### src/rtl/tsn_pkg.sv
// ----------------------------------------------------------------------------
// tsn_pkg - shared types and constants of the text space normalizer
// Holds the result word that travels from the front end through the queue
// to the back end, the queue status and the queue sizing.
// ----------------------------------------------------------------------------
package tsn_pkg;

    // One input byte gives at most four bytes: a flushed group of three
    // buffered bytes plus the closing byte.
    localparam int MaxSlots   = 4;
    localparam int SlotIdxW   = $clog2(MaxSlots);
    localparam int QueueDepth = 4;
    localparam int QueuePtrW  = $clog2(QueueDepth);
    localparam int QueueCntW  = $clog2(QueueDepth + 1);

    localparam logic [7:0] SpaceByte = 8'h20;

    typedef struct packed {
        logic [MaxSlots-1:0][7:0] bytes;   // result bytes, slot 0 first
        logic [SlotIdxW-1:0]      top;     // index of the final slot used
        logic                     is_data; // 0 for the bare end marker
        logic                     last;    // word closes the text
    } tsn_word_t;

    typedef struct packed {
        logic full;
        logic empty;
    } tsn_qstat_t;

endpackage

### src/rtl/tsn_front.sv
// ----------------------------------------------------------------------------
// tsn_front - byte classifier and word builder
// Takes one input byte per cycle while the queue is not full, tracks blank runs,
// punctuation and UTF-8 groups, and builds the word of result bytes that the byte releases.
// ----------------------------------------------------------------------------
module tsn_front
(
    input  logic               clk,
    input  logic               rst_n,
    input  logic               src_valid,
    output logic               src_stall,
    input  logic [7:0]         in_byte,
    input  logic               in_last,
    input  tsn_pkg::tsn_qstat_t qstat,
    output logic               push,
    output tsn_pkg::tsn_word_t push_word
);

    logic       space_pending_reg, space_pending_next;
    logic       started_reg, started_next;
    logic [7:0] last_emitted_reg, last_emitted_next;
    logic       prev_stop_reg, prev_stop_next;
    logic [1:0] remaining_reg, remaining_next;
    logic [1:0] filled_reg, filled_next;
    logic [7:0] group_reg [0:2];
    logic [7:0] group_next [0:2];

    logic       accept;
    logic [2:0] n_out;

    function automatic logic is_blank(input logic [7:0] b);
        return (b == 8'h20) || (b == 8'h09) || (b == 8'h0D) || (b == 8'h0A);
    endfunction

    function automatic logic is_punct(input logic [7:0] b);
        return (b == 8'h2C) || (b == 8'h2E) || (b == 8'h3F) || (b == 8'h21) ||
               (b == 8'h3A) || (b == 8'h3B);
    endfunction

    assign src_stall = qstat.full;
    assign accept    = src_valid && !qstat.full;

    always_comb
    begin
        logic is_stop;
        logic sp_emit;
        logic emit_b;

        space_pending_next = space_pending_reg;
        started_next       = started_reg;
        last_emitted_next  = last_emitted_reg;
        prev_stop_next     = prev_stop_reg;
        remaining_next     = remaining_reg;
        filled_next        = filled_reg;
        for (int j = 0; j < 3; j++)
        begin
            group_next[j] = group_reg[j];
        end
        push_word         = '0;
        push_word.is_data = 1'b1;
        push_word.last    = in_last;
        n_out             = '0;
        is_stop           = 1'b0;
        sp_emit           = 1'b0;
        emit_b            = 1'b0;

        if (remaining_reg != 2'd0)
        begin
            // inside a group: slots are the buffered bytes, then this byte
            for (int i = 0; i < 3; i++)
            begin
                push_word.bytes[i] = (2'(i) < filled_reg) ? group_reg[i] : in_byte;
            end
            push_word.bytes[tsn_pkg::MaxSlots-1] = in_byte;
            n_out = {1'b0, filled_reg} + 3'd1;

            if (remaining_reg == 2'd1)
            begin
                is_stop = (filled_reg == 2'd2) && (group_reg[0] == 8'hE3) &&
                          (group_reg[1] == 8'h80) && (in_byte == 8'h82);
                if (is_stop && prev_stop_reg)
                begin
                    // drop a repeated full-width full stop
                    n_out = '0;
                end
                else
                begin
                    last_emitted_next = in_byte;
                    started_next      = 1'b1;
                    prev_stop_next    = is_stop;
                end
                remaining_next = '0;
                filled_next    = '0;
            end
            else if (!in_last)
            begin
                n_out = '0;
                for (int j = 0; j < 3; j++)
                begin
                    if (filled_reg == 2'(j))
                    begin
                        group_next[j] = in_byte;
                    end
                end
                filled_next    = filled_reg + 2'd1;
                remaining_next = remaining_reg - 2'd1;
            end
        end
        else if (!in_byte[7] && is_blank(in_byte))
        begin
            space_pending_next = 1'b1;
        end
        else
        begin
            sp_emit = space_pending_reg && started_reg && !is_punct(last_emitted_reg) &&
                      (in_byte[7] || !is_punct(in_byte));
            space_pending_next = 1'b0;
            if (!in_byte[7])
            begin
                emit_b = sp_emit || !(started_reg && (in_byte == last_emitted_reg) &&
                                      is_punct(in_byte));
            end
            else
            begin
                emit_b = in_last;
                if (!in_last)
                begin
                    group_next[0] = in_byte;
                    filled_next   = 2'd1;
                    if (in_byte[7:5] == 3'b110)
                    begin
                        remaining_next = 2'd1;
                    end
                    else if (in_byte[7:4] == 4'b1110)
                    begin
                        remaining_next = 2'd2;
                    end
                    else
                    begin
                        remaining_next = 2'd3;
                    end
                end
            end
            push_word.bytes[0] = sp_emit ? tsn_pkg::SpaceByte : in_byte;
            push_word.bytes[1] = in_byte;
            n_out = {2'b00, sp_emit} + {2'b00, emit_b};
            if (emit_b)
            begin
                last_emitted_next = in_byte;
                started_next      = 1'b1;
                prev_stop_next    = 1'b0;
            end
            else if (sp_emit)
            begin
                last_emitted_next = tsn_pkg::SpaceByte;
                started_next      = 1'b1;
                prev_stop_next    = 1'b0;
            end
        end

        if (in_last)
        begin
            if (n_out == 3'd0)
            begin
                // nothing to show: send the bare end marker
                push_word.bytes[0] = '0;
                push_word.is_data  = 1'b0;
                n_out              = 3'd1;
            end
            space_pending_next = 1'b0;
            started_next       = 1'b0;
            last_emitted_next  = '0;
            prev_stop_next     = 1'b0;
            remaining_next     = '0;
            filled_next        = '0;
        end

        push_word.top = tsn_pkg::SlotIdxW'(n_out - 3'd1);
    end

    assign push = accept && (n_out != 3'd0);

    always_ff @(posedge clk or negedge rst_n)
    begin
        if (!rst_n)
        begin
            space_pending_reg <= 1'b0;
            started_reg       <= 1'b0;
            last_emitted_reg  <= '0;
            prev_stop_reg     <= 1'b0;
            remaining_reg     <= '0;
            filled_reg        <= '0;
        end
        else if (accept)
        begin
            space_pending_reg <= space_pending_next;
            started_reg       <= started_next;
            last_emitted_reg  <= last_emitted_next;
            prev_stop_reg     <= prev_stop_next;
            remaining_reg     <= remaining_next;
            filled_reg        <= filled_next;
        end
    end

    always_ff @(posedge clk)
    begin
        if (accept)
        begin
            for (int j = 0; j < 3; j++)
            begin
                group_reg[j] <= group_next[j];
            end
        end
    end

endmodule

### src/rtl/tsn_queue.sv
// ----------------------------------------------------------------------------
// tsn_queue - word queue between front end and back end
// Small register queue that lets the front end run ahead of the output.
// ----------------------------------------------------------------------------
module tsn_queue
(
    input  logic                clk,
    input  logic                rst_n,
    input  logic                push,
    input  tsn_pkg::tsn_word_t  push_word,
    input  logic                pop,
    output tsn_pkg::tsn_word_t  head,
    output tsn_pkg::tsn_qstat_t qstat
);

    tsn_pkg::tsn_word_t              store_reg [0:tsn_pkg::QueueDepth-1];
    logic [tsn_pkg::QueuePtrW-1:0]   wr_ptr_reg, wr_ptr_next;
    logic [tsn_pkg::QueuePtrW-1:0]   rd_ptr_reg, rd_ptr_next;
    logic [tsn_pkg::QueueCntW-1:0]   count_reg, count_next;
    logic                            do_push, do_pop;

    assign qstat.full  = (count_reg == tsn_pkg::QueueCntW'(tsn_pkg::QueueDepth));
    assign qstat.empty = (count_reg == '0);
    assign do_push     = push && !qstat.full;
    assign do_pop      = pop && !qstat.empty;
    assign head        = store_reg[rd_ptr_reg];

    always_comb
    begin
        wr_ptr_next = do_push ? wr_ptr_reg + 1'b1 : wr_ptr_reg;
        rd_ptr_next = do_pop ? rd_ptr_reg + 1'b1 : rd_ptr_reg;
        count_next  = count_reg;
        if (do_push && !do_pop)
        begin
            count_next = count_reg + 1'b1;
        end
        else if (do_pop && !do_push)
        begin
            count_next = count_reg - 1'b1;
        end
    end

    always_ff @(posedge clk or negedge rst_n)
    begin
        if (!rst_n)
        begin
            wr_ptr_reg <= '0;
            rd_ptr_reg <= '0;
            count_reg  <= '0;
        end
        else
        begin
            wr_ptr_reg <= wr_ptr_next;
            rd_ptr_reg <= rd_ptr_next;
            count_reg  <= count_next;
        end
    end

    always_ff @(posedge clk)
    begin
        if (do_push)
        begin
            store_reg[wr_ptr_reg] <= push_word;
        end
    end

endmodule

### src/rtl/tsn_back.sv
// ----------------------------------------------------------------------------
// tsn_back - word serializer and output register
// Walks the slots of the head word and sends one byte per cycle, while dst_stall
// does not hold the output, through a registered output stage.
// ----------------------------------------------------------------------------
module tsn_back
(
    input  logic                clk,
    input  logic                rst_n,
    input  tsn_pkg::tsn_word_t  head,
    input  tsn_pkg::tsn_qstat_t qstat,
    output logic                pop,
    output logic                dst_valid,
    input  logic                dst_stall,
    output logic [7:0]          out_byte,
    output logic                out_valid,
    output logic                out_last
);

    logic                          dv_reg, dv_next;
    logic [7:0]                    byte_reg, byte_next;
    logic                          flag_reg, flag_next;
    logic                          last_reg, last_next;
    logic [tsn_pkg::SlotIdxW-1:0]  idx_reg, idx_next;
    logic                          load;
    logic                          at_top;

    // output stage is free or being taken this cycle
    assign load   = !dv_reg || !dst_stall;
    assign at_top = (idx_reg == head.top);
    assign pop    = load && !qstat.empty && at_top;

    always_comb
    begin
        dv_next   = dv_reg;
        byte_next = byte_reg;
        flag_next = flag_reg;
        last_next = last_reg;
        idx_next  = idx_reg;
        if (load)
        begin
            dv_next = !qstat.empty;
            if (!qstat.empty)
            begin
                byte_next = head.bytes[idx_reg];
                flag_next = head.is_data;
                last_next = head.last && at_top;
                idx_next  = at_top ? '0 : idx_reg + 1'b1;
            end
        end
    end

    always_ff @(posedge clk or negedge rst_n)
    begin
        if (!rst_n)
        begin
            dv_reg  <= 1'b0;
            idx_reg <= '0;
        end
        else
        begin
            dv_reg  <= dv_next;
            idx_reg <= idx_next;
        end
    end

    always_ff @(posedge clk)
    begin
        byte_reg <= byte_next;
        flag_reg <= flag_next;
        last_reg <= last_next;
    end

    assign dst_valid = dv_reg;
    assign out_byte  = byte_reg;
    assign out_valid = flag_reg;
    assign out_last  = last_reg;

endmodule

### src/rtl/utf8_text_space_normalizer.sv
// ----------------------------------------------------------------------------
// utf8_text_space_normalizer - UTF-8 text space normalizer
// Collapses blank runs, drops repeated punctuation and copies UTF-8 groups
// whole, one input byte per cycle while src_stall is low.
// ----------------------------------------------------------------------------
// Usage:
//   Input channel src_valid/src_stall carries in_byte and in_last; a word is
//   taken on a rising edge with src_valid high and src_stall low. The final
//   byte of a text carries in_last; state then returns to its reset value.
//   Output channel dst_valid/dst_stall carries out_byte, out_valid and
//   out_last. out_valid low marks a bare end marker (text produced nothing).
//   out_last is set on the final output word of each text.
//   Throughput: one input byte per cycle while src_stall is low. Each input
//   byte releases zero to four output bytes; the output side sends one byte
//   per cycle while dst_stall is low, so the output port is the limit when a
//   multi-byte group is flushed. An accepted byte's word is written into a
//   four-word queue, and the output register then takes its first byte.
//   src_stall rises only while that queue is full; a stalled output holds
//   its word and lets the queue fill. Reset clears all control state and
//   empties the queue; no clearing pass is needed.
// ----------------------------------------------------------------------------
module utf8_text_space_normalizer
(
    input  logic       clk,
    input  logic       rst_n,
    input  logic       src_valid,
    output logic       src_stall,
    input  logic [7:0] in_byte,
    input  logic       in_last,
    output logic       dst_valid,
    input  logic       dst_stall,
    output logic [7:0] out_byte,
    output logic       out_valid,
    output logic       out_last
);

    tsn_pkg::tsn_qstat_t qstat;
    tsn_pkg::tsn_word_t  push_word;
    tsn_pkg::tsn_word_t  head;
    logic                push;
    logic                pop;

    tsn_front u_front
    (
        .clk       (clk),
        .rst_n     (rst_n),
        .src_valid (src_valid),
        .src_stall (src_stall),
        .in_byte   (in_byte),
        .in_last   (in_last),
        .qstat     (qstat),
        .push      (push),
        .push_word (push_word)
    );

    tsn_queue u_queue
    (
        .clk       (clk),
        .rst_n     (rst_n),
        .push      (push),
        .push_word (push_word),
        .pop       (pop),
        .head      (head),
        .qstat     (qstat)
    );

    tsn_back u_back
    (
        .clk       (clk),
        .rst_n     (rst_n),
        .head      (head),
        .qstat     (qstat),
        .pop       (pop),
        .dst_valid (dst_valid),
        .dst_stall (dst_stall),
        .out_byte  (out_byte),
        .out_valid (out_valid),
        .out_last  (out_last)
    );

endmodule
### config.mk
export PLATFORM = sky130hd
export DESIGN_NAME = utf8_text_space_normalizer
export DESIGN_NICKNAME = d
export VERILOG_FILES = /design/src/rtl/tsn_pkg.sv /design/src/rtl/tsn_front.sv /design/src/rtl/tsn_queue.sv /design/src/rtl/tsn_back.sv /design/src/rtl/utf8_text_space_normalizer.sv
export SDC_FILE = /design/constraint.sdc
export NUM_CORES = 1
export LEC_CHECK = 0
export BUFFER_PORTS_ARGS = -buffer_cell sky130_fd_sc_hd__buf_2
export CAP_MARGIN = 20
export CORE_ASPECT_RATIO = 1.5
export CORE_MARGIN = 8
export CORE_UTILIZATION = 45
export CTS_BUF_LIST = sky130_fd_sc_hd__clkbuf_16
export CTS_CLUSTER_DIAMETER = 40
export DETAILED_ROUTE_END_ITERATION = 8
export SLEW_MARGIN = 20
export SYNTH_ARGS = -nofsm -noshare
export SYNTH_HDL_FRONTEND = slang
export SYNTH_SLANG_ARGS = --single-unit
### constraint.sdc
create_clock -name clk -period 5.31 [get_ports clk]
set_input_delay 0 -clock clk [delete_from_list [all_inputs] [get_ports clk]]
set_output_delay 0 -clock clk [all_outputs]
set_load 0.1 [all_outputs]
==> results of run 1 <==
worst max path at each step:
stage                            to                   startpoint  depth (start not counted)
6_report       u_queue.count_reg[2]  u_front.last_emitted_reg[2]                         17
5_1_grt        u_queue.count_reg[2]                   in_byte[1]                         19
4_1_cts        u_queue.count_reg[2]  u_front.last_emitted_reg[2]                         17
3_5_place_dp   u_queue.count_reg[2]  u_front.last_emitted_reg[2]                         17
3_3_place_gp   u_queue.count_reg[2]  u_front.last_emitted_reg[2]                         17
2_1_floorplan  u_queue.count_reg[1]         u_queue.count_reg[0]                          7
stage by stage:
stage	hold slack [ns]	worst slack [ns]	total power [W]	util, %	area (µm²)
after floorplan	-0.2956	1.145	0.004311	-	8828
after global placement	0.03326	1.327	0.004811	47.36	9258
after detailed placement	0.04181	1.190	0.004886	47.36	9258
after CTS	0.06725	1.183	0.006316	51.36	10040
after global routing	0.1094	0.8079	0.006559	51.39	10050
final	0.05958	1.180	0.006229	51.39	10050
per-layer routing:
metal  share of wire, %  vias to the layer above  track usage [%]  wire length (µm)
li1                   -                     2146                -                 -
met2                 53                       76            26.51              9311
met1                 42                     2433            18.93              7480
met4                1.7                        0            3.858               296
met5                  0                        -                0                 0
met3                3.2                       18            1.905               571
worst reg2reg max path, stage by stage (launching register included):
cell and delay (ns):
dfrtp_1 0.42, xor2_1 0.16, nor4_1 0.32, nand4_1 0.19, nor4_4 0.24, nor2_1 0.08, ha_1 0.18, and2_1 0.15
a2111oi_2 0.43, nor2b_1 0.16, ha_1 0.24, a21oi_2 0.28, ha_1 0.26, inv_1 0.07, fa_1 0.43, xor2_1 0.17
nor2_1 0.12, xor2_1 0.16
power groups by stage:
stage / logic, W / clock network [W] / registers, W
detailed placement: 0.00227 / 0 / 0.00262
finish: 0.00223 / 0.00142 / 0.00258
global placement: 0.00222 / 0 / 0.00259
CTS: 0.00228 / 0.00145 / 0.00259
floorplan: 0.00148 / 0 / 0.00284
global route: 0.00243 / 0.00150 / 0.00263
layout make-up:
class / count / area [µm²] / area share (%)
Sequential cell: 203 / 5972 / 59.45
Clock buffer: 21 / 525.5 / 5.231
Clock inverter: 15 / 137.6 / 1.370
Inverter: 15 / 56.30 / 0.5605
Multi-Input combinational cell: 278 / 2691 / 26.79
Tap cell: 260 / 325.3 / 3.238
Timing Repair Buffer: 49 / 337.8 / 3.363
cell families (layout without fill, tap and decap cells):
group / after synthesis / count (layout) / synth area share (%)
buffers and inverters: 43 / 100 / 2.041
and+or+nand+nor: 120 / 120 / 7.497
AOI/OAI and AO/OA: 64 / 64 / 5.627
xor gates and xnor gates: 16 / 16 / 1.587
adders and majority gates: 13 / 13 / 1.927
DFF: 203 / 203 / 67.63
muxes: 65 / 65 / 13.69
cells in the final DEF (no fill, tap or decap), types with 4 or more instances in the layout:
master,synthesis,final
xor2_1,7,7
dfrtp_1,25,24
buf_4,2,13
nand4_1,5,5
a21oi_2,3,4
nor2_1,36,36
nand2_1,17,17
mux2i_1,18,18
a22o_1,14,14
inv_1,14,17
clkbuf_16,0,21
ha_1,12,12
clkinv_2,0,4
nor2b_1,10,10
nand2b_1,7,7
and2_2,0,4
dlygate4sd3_1,0,12
o21ai_0,11,11
nor3_1,5,4
mux4_2,44,44
buf_2,9,24
edfxtp_1,178,178
nor4_1,7,7
a21oi_1,14,13
xnor2_1,9,9
and2_1,16,12
timing repair:
| item | CTS | global route |
|---|---|---|
| endpoints found under the hold margin | 52 | 0 |
| endpoints found under the setup margin | 0 | 0 |
| hold buffers | 12 | 0 |
==> impl_results.md, run 1 <==
- Worst-margin pin slew: 1.018 ns
- Clk root buf: clkbuf_16
- Vias post-DR: about 4,700
- Longest Clk Path Bufs: 3
- Yosys reg bits: between 200 and 250
- Crit path largest cell delay: between 0.4 and 0.5 ns
- Cell count after placement: a little under 800
- Dominant cell type by area after synthesis: edfxtp_1
- Initial core utilization: 45.16%
- Initial DRT Pass Iterations: 4
- Nets: between 500 and 600
- First-pass GRT wire length: around 28,000 µm
- Status: completed
- Min-delay worst type: in -> async
- DR vias/cell: between 5 and 6
- Peak supply drop: about 0.00038 V
- Clk pin slew, worst setup/hold paths: about 0.060 ns
- Rows: 63
- Dpl hpwl: between 10,000 and 15,000 µm
- Worst Path Class, Setup: reg -> reg
- Total Neg Setup Slack: 0 ns
- Die W: about 130 µm
- Sw Share: between 30% and 40%
- Fin crit share: 77.78%
- Die Area: 0.02445 mm²
- Fin cells: approximately 840
- EDFF count, synth: roughly 180
- CTS tree: done
- Mean cell area of the mapped netlist: ~17 µm²
- Starting DRT DRC Count: between 400 and 500
- RSZ-0062 raised after global routing: false
- Main synth FF type: edfxtp_1
- Share of layout cells above drive strength 1: a little under a quarter
- Final Hold Vio Count: 0
- Layout Area Growth over Synthesis: 13.79%
- Top cells by count, synth: edfxtp_1 (178), mux4_2 (44), nor2_1 (36)
- Post-synthesis sequential area ratio: approximately two thirds
- Gpl congestion: around 0.8
- Largest register FFs: 144
- Vias in the first global route: 5,070
- Worst-path cell chain: xor2_1 > nor4_1 > nand4_1 > nor4_4 > nor2_1 > ha_1 > and2_1 > a2111oi_2 > nor2b_1 > ha_1 > a21oi_2 > ha_1 > inv_1 > fa_1 > xor2_1 > nor2_1 > xor2_1
- Die Ht: ~190 µm
- Cell variety after synth: 60
- Clock share of power: a little under a quarter
- CP Data Required Time: 5.71 ns
- TritonCTS buffer count: 21
- I/O Buffers: 24
- Power Internal: approximately 0.0041 W
- Worst setup EP type: flip-flop
- Final ANT Viol Nets: 0
- Reg2reg setup slack: roughly 1.2 ns
- Cells resized by post-CTS repair: 0
- Core Box Area: ~0.020 mm²
- Post-Route WL: between 15,000 and 20,000 µm
- # setup viols final: 0
- PD cells: between 600 and 700 mW/mm²
- Achievable Freq: around 240 MHz
- Reg2Reg Capture Point: u_queue.count_reg[2]
- Total GRT Usage: ~15%
- Share of total power in sequential cells: about two fifths
- Worst reg2reg path depth: 17
- Combinational group share of total power: a little over a third
- Syn Nets: 550
- Fillers: roughly 1,700
- Arrival time at the worst endpoint: between 4 and 5 ns
- Slowest CP cell: a2111oi_2
- Startpoint types: flip-flop
- Pins Over Slew Limit: 0
- Syn Inst Count: 524
- Largest net degree at the start of global routing: 43
- Netlist Area Pre-Place: around 0.0088 mm²
- Max_cap viols: 0
- Setup Fix Bufs, Post-CTS: 0
- Yosys warnings: 0
- Post-synth ARST share: between 10 and 15%
- Residual DRC: 0
- Final min period: about 4.1 ns
- LEAKAGE: 3.517 nW
- Critical path buffers and inverters: 1
- Clk sinks: between 200 and 250
- Share of the synthesized area in the top cell type: around three fifths
- Avg WL per Cell: between 20 and 25 µm
- Max_slew headroom: between 30 and 40%
- Htree depth: 1
- Grt total ovfl: 0
- Synth top area cells: edfxtp_1 (61%), mux4_2 (11%), dfrtp_1 (7.1%), mux2i_1 (2.0%), ha_1 (1.7%)
- Io pins: 25
- CP top delay family: simple AND/OR/NAND/NOR gates
- # diodes: 0
- Top-count cell post-synth: edfxtp_1
- Clock Latency Late Sink: 0.48 ns
- Clk_skew: between 0.009 and 0.01 ns
- Initial antenna violation count: 0
- Worst r2r src: u_front.last_emitted_reg[2]
- Net Switching: around 0.0022 W
- Worst Path Max Fanout: 7
Power figures use the tool's default switching activity.
==> run 2, diff against run 1 <==
Clock period 5.31 ns to 3.8 ns, I/O delays scaled along.
==> run 2 against run 1 <==
  * Global-route usage rose by 0.18 points
  * Worst hold slack got worse by 0.017 ns
  * Utilization rose by 1.0 points
  * Setup slack got worse by 0.95 ns
  * Sequential share of layout area fell by 1.1 points
  * Maximum frequency rose by 16%
==> impl_results.md, run 2 (same netlist as run 1, synthesis figures left out) <==
- I/O Buffers: 24 (unchanged)
- PD cells: 859.8 mW/mm² (+39%)
- Fillers: 1,628 (-1.3%)
- Avg WL per Cell: 21.09 µm (+0.45%)
- Worst Path Class, Setup: reg -> reg
- Commonest non-fill, non-tap cells in the layout: edfxtp_1 (178), mux4_2 (44), nor2_1 (36)
- Clk_skew: 0.01601 ns (+0.006918 ns)
- Reg2Reg Capture Point: u_queue.count_reg[2]
- Die Area: 0.02445 mm² (unchanged)
- Initial antenna violation count: 0 (unchanged)
- Arrival time at the worst endpoint: 3.95 ns (-0.58 ns)
- Fin crit share: 93.86% (+16 points)
- Grt total ovfl: 0 (unchanged)
- DP Area: 0.009440 mm² (+2.0%)
- Nets: 612 (+3.0%)
- Worst-margin pin slew: 0.7427 ns (-0.2756 ns)
- Clock Latency Late Sink: 0.50 ns (+0.02 ns)
- Total GRT Usage: 15.20% (+0.18 points)
- # diodes: 0 (unchanged)
- Startpoint types: flip-flop
- Total Neg Setup Slack: 0 ns (unchanged)
- Final ANT Viol Nets: 0 (unchanged)
- RSZ-0062 raised after global routing: false
- Clk sinks: 203 (unchanged)
- Max_cap viols: 0 (unchanged)
- Final Hold Vio Count: 0 (unchanged)
- Peak supply drop: 0.0004564 V (+22%)
- Largest net degree at the start of global routing: 43 (unchanged)
- Longest Clk Path Bufs: 3 (unchanged)
- Clk pin slew, worst setup/hold paths: 0.06 ns (about the same)
- Clk root buf: clkbuf_16
- Rows: 63 (unchanged)
- Reg2reg setup slack: 0.23 ns (-0.95 ns)
- Most common cell after layout, fill and taps aside: edfxtp_1
- Starting DRT DRC Count: 407 (-3.3%)
- Core Box Area: 0.01955 mm² (unchanged)
- Vias in the first global route: 5,161 (+1.8%)
- Residual DRC: 0 (unchanged)
- LEAKAGE: 3.615 nW (+2.8%)
- Worst r2r src: u_front.filled_reg[0]
- Worst setup EP type: flip-flop
- Worst reg2reg path depth: 16 (-1)
- First-pass GRT wire length: 28,670 µm (+1.0%)
- Final Power: 0.008805 W (+41%)
- Status: completed
- Max_slew headroom: 50.48% (+18 points)
- Dpl hpwl: 11,750 µm (+2.8%)
- Achievable Freq: 280.4 MHz (+16%)
- Htree depth: 1 (unchanged)
- TritonCTS buffer count: 21 (unchanged)
- Initial DRT Pass Iterations: 4 (unchanged)
- Layout Area Growth over Synthesis: 16.00%
- Worst Path Max Fanout: 5 (-2)
- Min-delay worst type: in -> async
- Pins Over Slew Limit: 0 (unchanged)
- Share of layout cells above drive strength 1: 26.00% (+2.8 points)
- Post-Route WL: 18,140 µm (+2.7%)
- Final min period: 3.567 ns (-0.5635 ns)
- Vias post-DR: 4,784 (+2.4%)
- Die Ht: 187.5 µm (unchanged)
- Io pins: 25 (unchanged)
- CTS tree: done
- Gpl congestion: 0.8750 (+8.9%)
- Initial core utilization: 45.16% (unchanged)
- Final Instance Area: 0.01024 mm² (+1.9%)
- Die W: 130.4 µm (unchanged)
- CP Data Required Time: 4.18 ns (-1.53 ns)
- Largest register FFs: 144 (unchanged)
- DR vias/cell: 5.563 (+0.11%)
- # setup viols final: 0 (unchanged)
[run 2: per-stage QoR]
stage,hold slack [ns],utilization (%),instances,setup slack [ns]
global placement,0.03885,48.29,810,0.1027
detailed placement,0.05017,48.29,810,0.06028
global route,0.1030,52.39,860,0.03170
finish,0.04227,52.39,860,0.2335
floorplan,-0.2956,-,524,0.01003
CTS,0.05126,52.23,859,0.06498
[run 2: what timing repair did]
item                                    4_1_cts  5_1_grt
endpoints found under the hold margin        50        0
setup buffers                                 0        1
hold buffers                                 12        0
endpoints found under the setup margin        0        5
resized for setup                             0        4
[run 2: worst max path at each step]
| stage | start | end | slack [ns] |
|---|---|---|---|
| after floorplan | u_front.last_emitted_reg[2] | u_queue.store_reg[2][0] | 0.01 |
| after global placement | u_front.last_emitted_reg[2] | u_queue.count_reg[2] | 0.10 |
| after detailed placement | u_front.last_emitted_reg[0] | u_queue.count_reg[2] | 0.06 |
| after CTS | u_front.last_emitted_reg[0] | u_queue.count_reg[2] | 0.06 |
| after global routing | u_front.last_emitted_reg[2] | u_queue.count_reg[2] | 0.03 |
| final | u_front.filled_reg[0] | u_queue.count_reg[2] | 0.23 |
[run 2: worst max-delay path, stage by stage (launching register included)]
cell	delay [ns]
dfrtp_1	0.42
inv_1	0.09
ha_1	0.15
nand4_1	0.11
nor4_2	0.33
and4_4	0.29
a21oi_2	0.10
a2111oi_4	0.40
nor2b_2	0.10
ha_1	0.21
a21oi_2	0.15
ha_2	0.21
inv_1	0.06
fa_1	0.43
xor2_1	0.20
nor2_1	0.07
xor2_1	0.14
[run 2: where the power goes]
group | leakage [nW] | internal (W) | switching (W) | total (W)
sequential | 1.95 | 0.00332 | 0.000246 | 0.00357
clock | 0.333 | 0.00109 | 0.000844 | 0.00194
combinational | 1.33 | 0.00128 | 0.00202 | 0.00330
total | 3.61 | 0.00570 | 0.00311 | 0.00880
[run 2: routing by layer]
| metal | global-route usage [%] | part of all wire [%] |
|---|---|---|
| met2 | 27.33 | 54 |
| met4 | 5.233 | 2.6 |
| met3 | 1.706 | 3.1 |
| met1 | 18.25 | 40 |
| met5 | 0 | 0 |
[run 2: final cells by class]
type / count / area, µm² / share of cell area, %
clock inverters: 16 / 123.9 / 1.210
flip-flops and latches: 203 / 5972 / 58.31
well taps: 260 / 325.3 / 3.177
repair buffers: 67 / 523.0 / 5.107
inverters: 15 / 56.30 / 0.5498
clock buffers: 21 / 525.5 / 5.131
multi-input cells: 278 / 2715 / 26.51
